File: config.mk
export PLATFORM = sky130hd
export DESIGN_NAME = voltmeter_two_digit_display_flat
export DESIGN_NICKNAME = d
export VERILOG_FILES = /design/src/rtl/vtd_pkg.sv /design/src/rtl/vtd_if.sv /design/src/rtl/vtd_scale.sv /design/src/rtl/vtd_seg_enc.sv /design/src/rtl/voltmeter_two_digit_display.sv /design/src/flat_wrapper.sv
export SDC_FILE = /design/constraint.sdc
export NUM_CORES = 1
export LEC_CHECK = 0
export BUFFER_PORTS_ARGS = -buffer_cell sky130_fd_sc_hd__buf_2
export CELL_PAD_IN_SITES_DETAIL_PLACEMENT = 1
export CELL_PAD_IN_SITES_GLOBAL_PLACEMENT = 1
export CORE_MARGIN = 5
export CORE_UTILIZATION = 43
export CTS_BUF_LIST = sky130_fd_sc_hd__clkbuf_8
export DETAILED_ROUTE_END_ITERATION = 12
export GPL_TIMING_DRIVEN = 1
export HOLD_SLACK_MARGIN = 0.05
export PLACE_DENSITY = 0.86
export SLEW_MARGIN = 20
export SYNTH_ARGS = -nofsm -noshare
export SYNTH_HDL_FRONTEND = slang
export SYNTH_SLANG_ARGS = --single-unit
File: constraint.sdc
create_clock -name clk -period 9.7 [get_ports clk]
set_input_delay 0 -clock clk [delete_from_list [all_inputs] [get_ports clk]]
set_output_delay 0 -clock clk [all_outputs]
set_load 0.1 [all_outputs]
File: src/rtl/vtd_pkg.sv
package vtd_pkg;

  // Converter sample and display widths
  localparam int unsigned SampleWidth  = 10;
  localparam int unsigned VoltWidth    = 6;
  localparam int unsigned SegWidth     = 7;
  localparam int unsigned CountWidth   = 8;

  // Scaling: (avg * 33 + 511) / 1023
  localparam int unsigned ScaleMul     = 33;
  localparam int unsigned ScaleRound   = 511;
  localparam int unsigned ScaleDiv     = 1023;

  localparam logic [CountWidth-1:0] IntervalReset = 8'd20;

  typedef logic [SampleWidth-1:0] sample_t;
  typedef logic [VoltWidth-1:0]   volt_t;
  typedef logic [SegWidth-1:0]    seg_t;
  typedef logic [CountWidth-1:0]  count_t;
  typedef logic [3:0]             digit_t;

  // One display result
  typedef struct packed {
    seg_t segments;
    logic tens_digit_on;
    logic units_digit_on;
  } result_t;

  // Segment patterns, bit0 = a .. bit6 = g
  localparam seg_t Seg0 = 7'h3F;
  localparam seg_t Seg1 = 7'h06;
  localparam seg_t Seg2 = 7'h5B;
  localparam seg_t Seg3 = 7'h4F;
  localparam seg_t Seg4 = 7'h66;
  localparam seg_t Seg5 = 7'h6D;
  localparam seg_t Seg6 = 7'h7D;
  localparam seg_t Seg7 = 7'h07;
  localparam seg_t Seg8 = 7'h7F;
  localparam seg_t Seg9 = 7'h6F;

  function automatic seg_t seg_of(input digit_t d);
    seg_t s;
    case (d)
      4'd0: s = Seg0;
      4'd1: s = Seg1;
      4'd2: s = Seg2;
      4'd3: s = Seg3;
      4'd4: s = Seg4;
      4'd5: s = Seg5;
      4'd6: s = Seg6;
      4'd7: s = Seg7;
      4'd8: s = Seg8;
      4'd9: s = Seg9;
      default: s = Seg0;
    endcase
    return s;
  endfunction

endpackage

File: src/rtl/vtd_if.sv
// Input channel: one refresh tick with four converter samples
interface vtd_in_if;
  logic               valid;
  logic               ready;
  vtd_pkg::sample_t   sample_first;
  vtd_pkg::sample_t   sample_second;
  vtd_pkg::sample_t   sample_third;
  vtd_pkg::sample_t   sample_fourth;

  modport source (
    output valid, sample_first, sample_second, sample_third, sample_fourth,
    input  ready
  );
  modport sink (
    input  valid, sample_first, sample_second, sample_third, sample_fourth,
    output ready
  );
endinterface

// Result channel: segment pattern and digit enables
interface vtd_out_if;
  logic            valid;
  logic            ready;
  vtd_pkg::seg_t   segments;
  logic            tens_digit_on;
  logic            units_digit_on;

  modport source (
    output valid, segments, tens_digit_on, units_digit_on,
    input  ready
  );
  modport sink (
    input  valid, segments, tens_digit_on, units_digit_on,
    output ready
  );
endinterface

File: src/rtl/vtd_scale.sv
// Average of four samples scaled to tenths of a volt, 0..33
module vtd_scale (
  input  vtd_pkg::sample_t s0,
  input  vtd_pkg::sample_t s1,
  input  vtd_pkg::sample_t s2,
  input  vtd_pkg::sample_t s3,
  output vtd_pkg::volt_t   volt
);

  logic [11:0] sum;
  logic [9:0]  avg;
  logic [15:0] prod;
  logic [15:0] quot_sum;

  // Floor average
  assign sum = {2'b00, s0} + {2'b00, s1} + {2'b00, s2} + {2'b00, s3};
  assign avg = sum[11:2];

  // avg * 33 + 511 as shift and add
  assign prod = {1'b0, avg, 5'b00000} + {6'b000000, avg}
              + 16'(vtd_pkg::ScaleRound);

  // Divide by 1023: (x + (x >> 10) + 1) >> 10, exact for x < 1023 * 1024
  assign quot_sum = prod + {10'd0, prod[15:10]} + 16'd1;
  assign volt     = quot_sum[15:10];

endmodule

File: src/rtl/vtd_seg_enc.sv
// Splits the voltage into digits and picks the pattern of the active digit
module vtd_seg_enc (
  input  vtd_pkg::volt_t   volt,
  input  logic             show_tens,
  output vtd_pkg::result_t res
);

  vtd_pkg::digit_t tens;
  vtd_pkg::digit_t units;

  // Value never exceeds 33, so tens is 0..3
  always_comb begin
    if (volt >= 6'd30) begin
      tens  = 4'd3;
      units = 4'(volt - 6'd30);
    end else if (volt >= 6'd20) begin
      tens  = 4'd2;
      units = 4'(volt - 6'd20);
    end else if (volt >= 6'd10) begin
      tens  = 4'd1;
      units = 4'(volt - 6'd10);
    end else begin
      tens  = 4'd0;
      units = volt[3:0];
    end
  end

  always_comb begin
    res.segments       = vtd_pkg::seg_of(show_tens ? tens : units);
    res.tens_digit_on  = show_tens;
    res.units_digit_on = ~show_tens;
  end

endmodule

File: src/rtl/voltmeter_two_digit_display.sv
// A result passes through the input register and the result register, and is
// valid on the output once the result register holds it.
// Throughput: one item per cycle while the output is not stalled; a stalled
// output holds its result while the input register still takes one more item.
// Reset (synchronous, rst_n low): interval 20, tick count 0, stored
// voltage 0, tens digit first, both channels empty.
module voltmeter_two_digit_display (
  input  logic             clk,
  input  logic             rst_n,
  vtd_in_if.sink           in_ch,
  vtd_out_if.source        out_ch,
  input  logic             cfg_we,
  input  vtd_pkg::count_t  cfg_wdata
);

  vtd_pkg::count_t  interval_r;
  vtd_pkg::count_t  tick_count_r;
  logic             show_tens_r;

  logic             s1_valid_r;
  logic             s1_take_r;
  logic             s1_tens_r;
  vtd_pkg::sample_t s1_smp0_r, s1_smp1_r, s1_smp2_r, s1_smp3_r;

  vtd_pkg::volt_t   stored_volt_r;
  vtd_pkg::volt_t   stored_volt_nxt;
  vtd_pkg::volt_t   scaled;
  vtd_pkg::result_t res;
  vtd_pkg::result_t out_r;
  logic             out_valid_r;

  logic             in_xfer;
  logic             adv2;
  logic [8:0]       count_inc;
  vtd_pkg::count_t  tick_count_nxt;

  // Handshake
  assign adv2        = ~out_valid_r | out_ch.ready;
  assign in_ch.ready = ~s1_valid_r | adv2;
  assign in_xfer     = in_ch.valid & in_ch.ready;

  // Configuration register
  always_ff @(posedge clk) begin
    if (!rst_n) begin
      interval_r <= vtd_pkg::IntervalReset;
    end else if (cfg_we) begin
      interval_r <= cfg_wdata;
    end
  end

  // Tick counter wraps at the interval; zero interval acts as one
  assign count_inc      = {1'b0, tick_count_r} + 9'd1;
  assign tick_count_nxt = (count_inc >= {1'b0, interval_r}) ? '0 : count_inc[7:0];

  always_ff @(posedge clk) begin
    if (!rst_n) begin
      tick_count_r <= '0;
      show_tens_r  <= 1'b1;
    end else if (in_xfer) begin
      tick_count_r <= tick_count_nxt;
      show_tens_r  <= ~show_tens_r;
    end
  end

  // Input register
  always_ff @(posedge clk) begin
    if (!rst_n) begin
      s1_valid_r <= 1'b0;
    end else if (in_ch.ready) begin
      s1_valid_r <= in_ch.valid;
    end
  end

  always_ff @(posedge clk) begin
    if (in_xfer) begin
      s1_take_r <= (tick_count_r == '0);
      s1_tens_r <= show_tens_r;
      s1_smp0_r <= in_ch.sample_first;
      s1_smp1_r <= in_ch.sample_second;
      s1_smp2_r <= in_ch.sample_third;
      s1_smp3_r <= in_ch.sample_fourth;
    end
  end

  // Scale and encode
  vtd_scale u_scale (
    .s0   (s1_smp0_r),
    .s1   (s1_smp1_r),
    .s2   (s1_smp2_r),
    .s3   (s1_smp3_r),
    .volt (scaled)
  );

  assign stored_volt_nxt = s1_take_r ? scaled : stored_volt_r;

  vtd_seg_enc u_seg_enc (
    .volt      (stored_volt_nxt),
    .show_tens (s1_tens_r),
    .res       (res)
  );

  // Stored reading and result register
  always_ff @(posedge clk) begin
    if (!rst_n) begin
      stored_volt_r <= '0;
      out_valid_r   <= 1'b0;
    end else if (adv2) begin
      out_valid_r <= s1_valid_r;
      if (s1_valid_r) begin
        stored_volt_r <= stored_volt_nxt;
      end
    end
  end

  always_ff @(posedge clk) begin
    if (adv2 && s1_valid_r) begin
      out_r <= res;
    end
  end

  assign out_ch.valid          = out_valid_r;
  assign out_ch.segments       = out_r.segments;
  assign out_ch.tens_digit_on  = out_r.tens_digit_on;
  assign out_ch.units_digit_on = out_r.units_digit_on;

endmodule
File: src/flat_wrapper.sv
// flat-port wrapper written by rule: the top's interface ports become plain ports
module voltmeter_two_digit_display_flat 
  (clk, rst_n, cfg_we, cfg_wdata, in_ch_valid, in_ch_sample_first, in_ch_sample_second, in_ch_sample_third, in_ch_sample_fourth, in_ch_ready, out_ch_valid, out_ch_segments, out_ch_tens_digit_on, out_ch_units_digit_on, out_ch_ready);
  vtd_in_if in_ch_i ();
  vtd_out_if out_ch_i ();
  input  logic clk;
  input  logic rst_n;
  input  logic cfg_we;
  input  vtd_pkg::count_t cfg_wdata;
  input wire logic [$bits(in_ch_i.valid)-1:0] in_ch_valid;
  input wire logic [$bits(in_ch_i.sample_first)-1:0] in_ch_sample_first;
  input wire logic [$bits(in_ch_i.sample_second)-1:0] in_ch_sample_second;
  input wire logic [$bits(in_ch_i.sample_third)-1:0] in_ch_sample_third;
  input wire logic [$bits(in_ch_i.sample_fourth)-1:0] in_ch_sample_fourth;
  output wire logic [$bits(in_ch_i.ready)-1:0] in_ch_ready;
  output wire logic [$bits(out_ch_i.valid)-1:0] out_ch_valid;
  output wire logic [$bits(out_ch_i.segments)-1:0] out_ch_segments;
  output wire logic [$bits(out_ch_i.tens_digit_on)-1:0] out_ch_tens_digit_on;
  output wire logic [$bits(out_ch_i.units_digit_on)-1:0] out_ch_units_digit_on;
  input wire logic [$bits(out_ch_i.ready)-1:0] out_ch_ready;
  assign in_ch_i.valid = in_ch_valid;
  assign in_ch_i.sample_first = in_ch_sample_first;
  assign in_ch_i.sample_second = in_ch_sample_second;
  assign in_ch_i.sample_third = in_ch_sample_third;
  assign in_ch_i.sample_fourth = in_ch_sample_fourth;
  assign in_ch_ready = in_ch_i.ready;
  assign out_ch_valid = out_ch_i.valid;
  assign out_ch_segments = out_ch_i.segments;
  assign out_ch_tens_digit_on = out_ch_i.tens_digit_on;
  assign out_ch_units_digit_on = out_ch_i.units_digit_on;
  assign out_ch_i.ready = out_ch_ready;
  voltmeter_two_digit_display u_core (.clk(clk), .rst_n(rst_n), .in_ch(in_ch_i), .out_ch(out_ch_i), .cfg_we(cfg_we), .cfg_wdata(cfg_wdata));
endmodule
# After elaboration in Yosys (flattened, before gate mapping)
# Memory sizes are Yosys's and may differ from the RTL's. A register that Yosys moved wholly into a read port is not among the register bits.
# Cells that the tools add are included.
# W data, S select, Z words.
# op_classes
n_reduce_logical	3
bitwise	7
n_addsub	11
mux	9
order_cmp	4
# ops
op	n
$add A12 B10 Y12	2
$add A15 B10 Y16	1
$add A16 B1 Y16 const B	1
$add A16 B6 Y16	1
$add A16 B9 Y16 const B	1
$mux W4	4
$ge A6 B5 Y1 const B	2
$add A10 B10 Y11	1
$add A8 B1 Y9 const B	1
$ge A9 B8 Y1	1
$logic_not A8 Y1	1
$mux W8	1
$sub A4 B4 Y4 const B	2
$ge A6 B4 Y1 const B	1
$mux W6	1
$mux W2	2
$not A1 Y1	4
$sub A4 B3 Y4 const B	1
$or A1 B1 Y1	2
$reduce_and A2 Y1	1
$and A1 B1 Y1	1
$logic_and A1 B1 Y1	1
$mux W1	1
# totals
inputBits	53
rom_bits	112
memories	1
ff_bits	69
# memory_table
name	depth	word_bits	read_ports	rd_ports_with_merged_regs	wr	line	rtl
(no name shown)	16	7	1	1	0	vtd_pkg.sv:43	case (d)

# Logic depth before layout (Yosys ltp)
# depth
ltp_word	13
mapped_depth	48
ltp_nobuf	48

# Cells and area by module
# Synthesis repeated with hierarchy kept, for this count alone.
# hier_totals
hier_cells	522
hier_area_um2	5559.1
# by_module_without_submodules
module	area_each_um2	cells_each	n_inst
voltmeter_two_digit_display	2961.6	199	1
vtd_scale	1956.9	250	1
vtd_seg_enc	640.6	73	1

# Least setup slack after synthesis
# Ideal clock, no wire load.
# synth_path
path_kind	reg2reg
startpoint	register u_core.s1_smp1_r[0]
endpoint	register, netlist name u_core.out_ch.segments[3]
path_stages_with_launch	44
path_buffers	2
path_slack_ps	617
arrival_time_ps	8807
required_time_ps	9424
path_cell_list	edfxtp_1 ha_1 fa_1 a21o_1 a21oi_1 o21bai_1 a21oi_1 o21bai_1 a21oi_1 xor2_1 fa_1 inv_1 ha_1 or2_0 or3_1 and3_1 buf_6 inv_6 (+8 left out) ha_1 nor2_1 a311oi_1 a21oi_2 a2111oi_2 o21ai_1 xnor2_1 mux2i_1 inv_1 ha_1 nor3b_1 a221oi_2 nor2_1 o32a_1 and2_1 ha_1 nor2_1 o21ai_0
# synth_between
elab_chain_len	13
word_cells_on_any_way	21
classes_between	add/sub: 10; order compare: 3; mux: 8
# synth_lines
element	line	rtl
start, declared	voltmeter_two_digit_display.sv:23	vtd_pkg::sample_t s1_smp0_r, s1_smp1_r, s1_smp2_r, s1_smp3_r;
start signal, assigned	voltmeter_two_digit_display.sv:79	s1_smp1_r <= in_ch.sample_second;
$add A10 B10 Y11 (*)	vtd_scale.sv:16	assign sum = {2'b00, s0} + {2'b00, s1} + {2'b00, s2} + {2'b00, s3};
$add A12 B10 Y12 (*) (2 in a row)	vtd_scale.sv:16	
$add A15 B10 Y16 (*)	vtd_scale.sv:20	assign prod = {1'b0, avg, 5'b00000} + {6'b000000, avg}
$add A16 B9 Y16 (*)	vtd_scale.sv:21	+ 16'(vtd_pkg::ScaleRound);
$add A16 B6 Y16 (*)	vtd_scale.sv:24	assign quot_sum = prod + {10'd0, prod[15:10]} + 16'd1;
$add A16 B1 Y16 (*)	vtd_scale.sv:24	
$mux W6 (*)	voltmeter_two_digit_display.sv:94	assign stored_volt_nxt = s1_take_r ? scaled : stored_volt_r;
via u_core.stored_volt_nxt[1]	voltmeter_two_digit_display.sv:26	vtd_pkg::volt_t stored_volt_nxt;
$ge A6 B4 Y1 / $sub A4 B4 Y4 (equally long branches)	vtd_seg_enc.sv:19, vtd_seg_enc.sv:21	
$mux W4 / $mux W1 (equally long branches)	vtd_seg_enc.sv:19	end else if (volt >= 6'd10) begin
$mux W4 / $mux W2 (equally long branches)	vtd_seg_enc.sv:16	end else if (volt >= 6'd20) begin
$mux W4 / $mux W2 (equally long branches)	vtd_seg_enc.sv:13	if (volt >= 6'd30) begin
$mux W4 (*)	vtd_seg_enc.sv:29	res.segments = vtd_pkg::seg_of(show_tens ? tens : units);
# The timed path passes the listed nets; every way through them passes the cells marked *.
# A chain may end at the register's enable or synchronous reset.

# Worst setup path in the final report
# layout_path
startpoint	register u_core.s1_smp0_r[0]
endpoint	register, netlist name u_core.out_ch.segments[3]
# layout_between
elab_chain_len	13
word_cells_on_any_way	21
classes_between	add/sub: 10; order compare: 3; mux: 8
# layout_lines
element	line	rtl
start, declared	voltmeter_two_digit_display.sv:23	
start signal, assigned	voltmeter_two_digit_display.sv:78	s1_smp0_r <= in_ch.sample_first;
$add A10 B10 Y11 (*)	vtd_scale.sv:16	
$add A12 B10 Y12 (*) (2 in a row)	vtd_scale.sv:16	
$add A15 B10 Y16 (*)	vtd_scale.sv:20	
$add A16 B9 Y16 (*)	vtd_scale.sv:21	
$add A16 B6 Y16 (*)	vtd_scale.sv:24	
$add A16 B1 Y16 (*)	vtd_scale.sv:24	
$mux W6 (*)	voltmeter_two_digit_display.sv:94	
via u_core.stored_volt_nxt[1]	voltmeter_two_digit_display.sv:26	
$ge A6 B4 Y1 / $sub A4 B4 Y4 (equally long branches)	vtd_seg_enc.sv:19, vtd_seg_enc.sv:21	
$mux W4 / $mux W1 (equally long branches)	vtd_seg_enc.sv:19	
$mux W4 / $mux W2 (equally long branches)	vtd_seg_enc.sv:16	
$mux W4 / $mux W2 (equally long branches)	vtd_seg_enc.sv:13	
$mux W4 (*)	vtd_seg_enc.sv:29	
# Marked as above.

==> flow_summary.ini <==
[critical_path]
cp_max_fo = 6
critPathMaxStageDelay_ns = 0.51
worstSetupStartpointType = flop
cp_num_buf_inv = 6
timing.critical_path.from = u_core.s1_smp0_r[0]$_DFFE_PP_
reg2reg_from = u_core.s1_smp0_r[0]$_DFFE_PP_
path_class = reg -> reg
reg2reg_setup_slack_ns = -0.23
crit_required_ns = 9.81
arrival_ns = 10.04
critical-path-top-delay-family = compound AO/OA/AOI/OAI gates
slowest_stage = fa_1
endpoint_kind = flop

[grt]
antenna_found_initial = 1
grt-ovfl-total = 0
grt_pass1_vias = 5990
grt_max_degree = 42
grt_pass1_wl_um = 30900
track_usage = 0.239

[drt]
drt-total-wl_um = 25100
post_drt_via_cell_ratio = 6.16
vias = 5912
drt-pass1-iter-count = 5
drc = 0
drtAntennaViolNets = 0
drtIter0Drc = 633
wl_per_cell_um = 26.2

[clocking]
clock_tree.buffer_depth = 2
cts_tree = yes
numCtsBuffers = 9
cts.sinks = 76
clkLatencyLatePin_ns = 0.39
clock_tree.root_cell = clkbuf_8
htreeDepth = 3
clk_pin_slew_ns = 0.11

[layout]
drive_gt1_frac = 0.285
areaGrowthSynthToFinish_pct = 32.6
final_nets = 895
postLayoutCoreUtil = 0.573
final_cell_mix = inv_1, buf_2, dlygate4sd3_1
layout_commonest_cell = inv_1
fillers = 1494

[worst_hold_path]
min_path_type = in -> reg
worstHoldStart = cfg_we

[sta]
worst_hold_slack_ns = 0.133
tns_ns = -0.794
final_hold_viol_count = 0
finalSetupViolations = 6
clock.fmax_mhz = 101
period_needed_ns = 9.93
setup_ws_ns = -0.235
slew_violations = 0
skew_ns = 0.0207
relSlewSlack = 0.458
tightest_slew_ns = 0.813
post-route-period-util = 1.02

[flow_run]
maxCapViolations = 0

[synth]
seq_area_frac_synth = 0.343
synth_mux_area_frac = 0.0220
synth-main-ff-cell = edfxtp_1
synth_area_um2 = 5930
syn_avg_cell_area_um2 = 9.83
synth_top_family_by_area = compound AO/OA/AOI/OAI gates
synth_fa_ha_area_frac = 0.161
synthCells = 603
synthArstFlopShare = 0
yosysWarnings = 0
syn_nets = 725
post_synth_num_cell_types = 91
synth_edf_count = 51
ys_ff_latch = 76
synth_simple_gate_area_frac = 0.146
synth_compound_area_frac = 0.220
synth-xor-area-share = 0.0458

[placed_design]
hpwl_um = 12400
numPortBuffers = 63
gp_congestion = 0.938

[floorplanning]
dieArea_um2 = 16200
rows = 43
core_area_um2 = 13700
fp.dieW_um = 127
start_util = 0.432
io_pins = 64
die_h_um = 127

[run_status]
outcome = complete, but fails checks
violations = setup timing
cell families (layout without fill, tap and decap cells):
family / Yosys count / count (layout)
AO/OA/AOI/OAI: 168 / 168
AND/OR/NAND/NOR: 156 / 156
buffers and inverters: 93 / 268
flip-flops: 76 / 76
adder cells (fa/ha/maj): 69 / 69
XOR/XNOR: 28 / 28
multiplexers: 13 / 13
other: 0 / 1
synth_stat cells (5+ instances only):
library cell | number | area, µm²
a211oi_1 | 8 | 60.1
a21o_1 | 9 | 67.6
a21oi_1 | 37 | 185
a22oi_1 | 11 | 82.6
clkbuf_1 | 5 | 18.8
dfxtp_1 | 25 | 500
edfxtp_1 | 51 | 1530
fa_1 | 12 | 240
ha_1 | 57 | 713
inv_1 | 81 | 304
mux2i_1 | 13 | 130
nand2_1 | 33 | 124
nand2b_1 | 6 | 37.5
nand3_1 | 9 | 45.0
nor2_1 | 27 | 101
nor2b_1 | 31 | 194
nor3_1 | 5 | 25.0
o211ai_1 | 11 | 82.6
o21a_1 | 5 | 37.5
o21ai_0 | 19 | 95.1
o21bai_1 | 7 | 52.6
o31ai_1 | 5 | 37.5
or3_1 | 5 | 31.3
xnor2_1 | 15 | 131
xor2_1 | 11 | 96.3
timing repair:
action / 4_1_cts / 5_1_grt
hold buffers: 55 / 0
setup endpoints to repair: 6 / 7
hold endpoints to repair: 51 / 0
gates resized for setup: 11 / 52
setup buffers: 1 / 20
pin swaps: 3 / 22
per-layer routing:
layer,vias to the layer above,global-route usage,part of all wire
li1,2532,-,-
met3,122,0.0309,0.056
met2,327,0.432,0.52
met1,2931,0.278,0.36
met5,-,0,0
met4,0,0.114,0.063
area by class of cell:
| cell class | instances | area [µm²] | share of cell area |
|---|---|---|---|
| Sequential cell | 76 | 2030 | 0.259 |
| Tap cell | 180 | 225 | 0.0287 |
| Antenna cell | 1 | 2.50 | 0.000318 |
| Clock inverter | 7 | 96.3 | 0.0123 |
| Multi-Input combinational cell | 434 | 3820 | 0.486 |
| Timing Repair Buffer | 167 | 1230 | 0.157 |
| Clock buffer | 9 | 124 | 0.0158 |
| Inverter | 85 | 324 | 0.0412 |
state kept, by name, indices dropped and copies added (netlist names), 6 cells and up:
name                    flops
u_core.out_ch.segments      7
u_core.s1_smp1_r           10
u_core.s1_smp3_r           10
u_core.tick_count_r         8
u_core.s1_smp0_r           10
u_core.s1_smp2_r           10
u_core.interval_r           8
u_core.stored_volt_r        6
tightest hold or removal path: cells and delay by family:
kind / cells / cell delay (ns)
buf+inv: 1 / 0.21
mux: 1 / 0.19
simple gates: 1 / 0.07
metrics by stage:
step | cells | instance area [µm²] | worst slack [ns]
6_report | 959 | 7860 | -0.235
5_1_grt | 959 | 7860 | -0.530
4_1_cts | 938 | 7460 | 0.0169
3_5_place_dp | 866 | 6630 | -0.241
3_3_place_gp | 866 | 6630 | 0.142
2_1_floorplan | 603 | 5930 | 0.617
final timing paths:
| check | cells after the start | endpoint |
|---|---|---|
| max reg2reg | 43 | u_core.out_ch.segments[3]$_SDFFCE_PP1P_ |
| min | 3 | u_core.interval_r[5]$_SDFFE_PN0P_ |
| max | 43 | u_core.out_ch.segments[3]$_SDFFCE_PP1P_ |
| min reg2reg | 1 | u_core.stored_volt_r[4]$_SDFFE_PN0P_ |
Power is not shown: default switching activity piles up to over one toggle a cycle in this logic, so the estimate is an artifact.
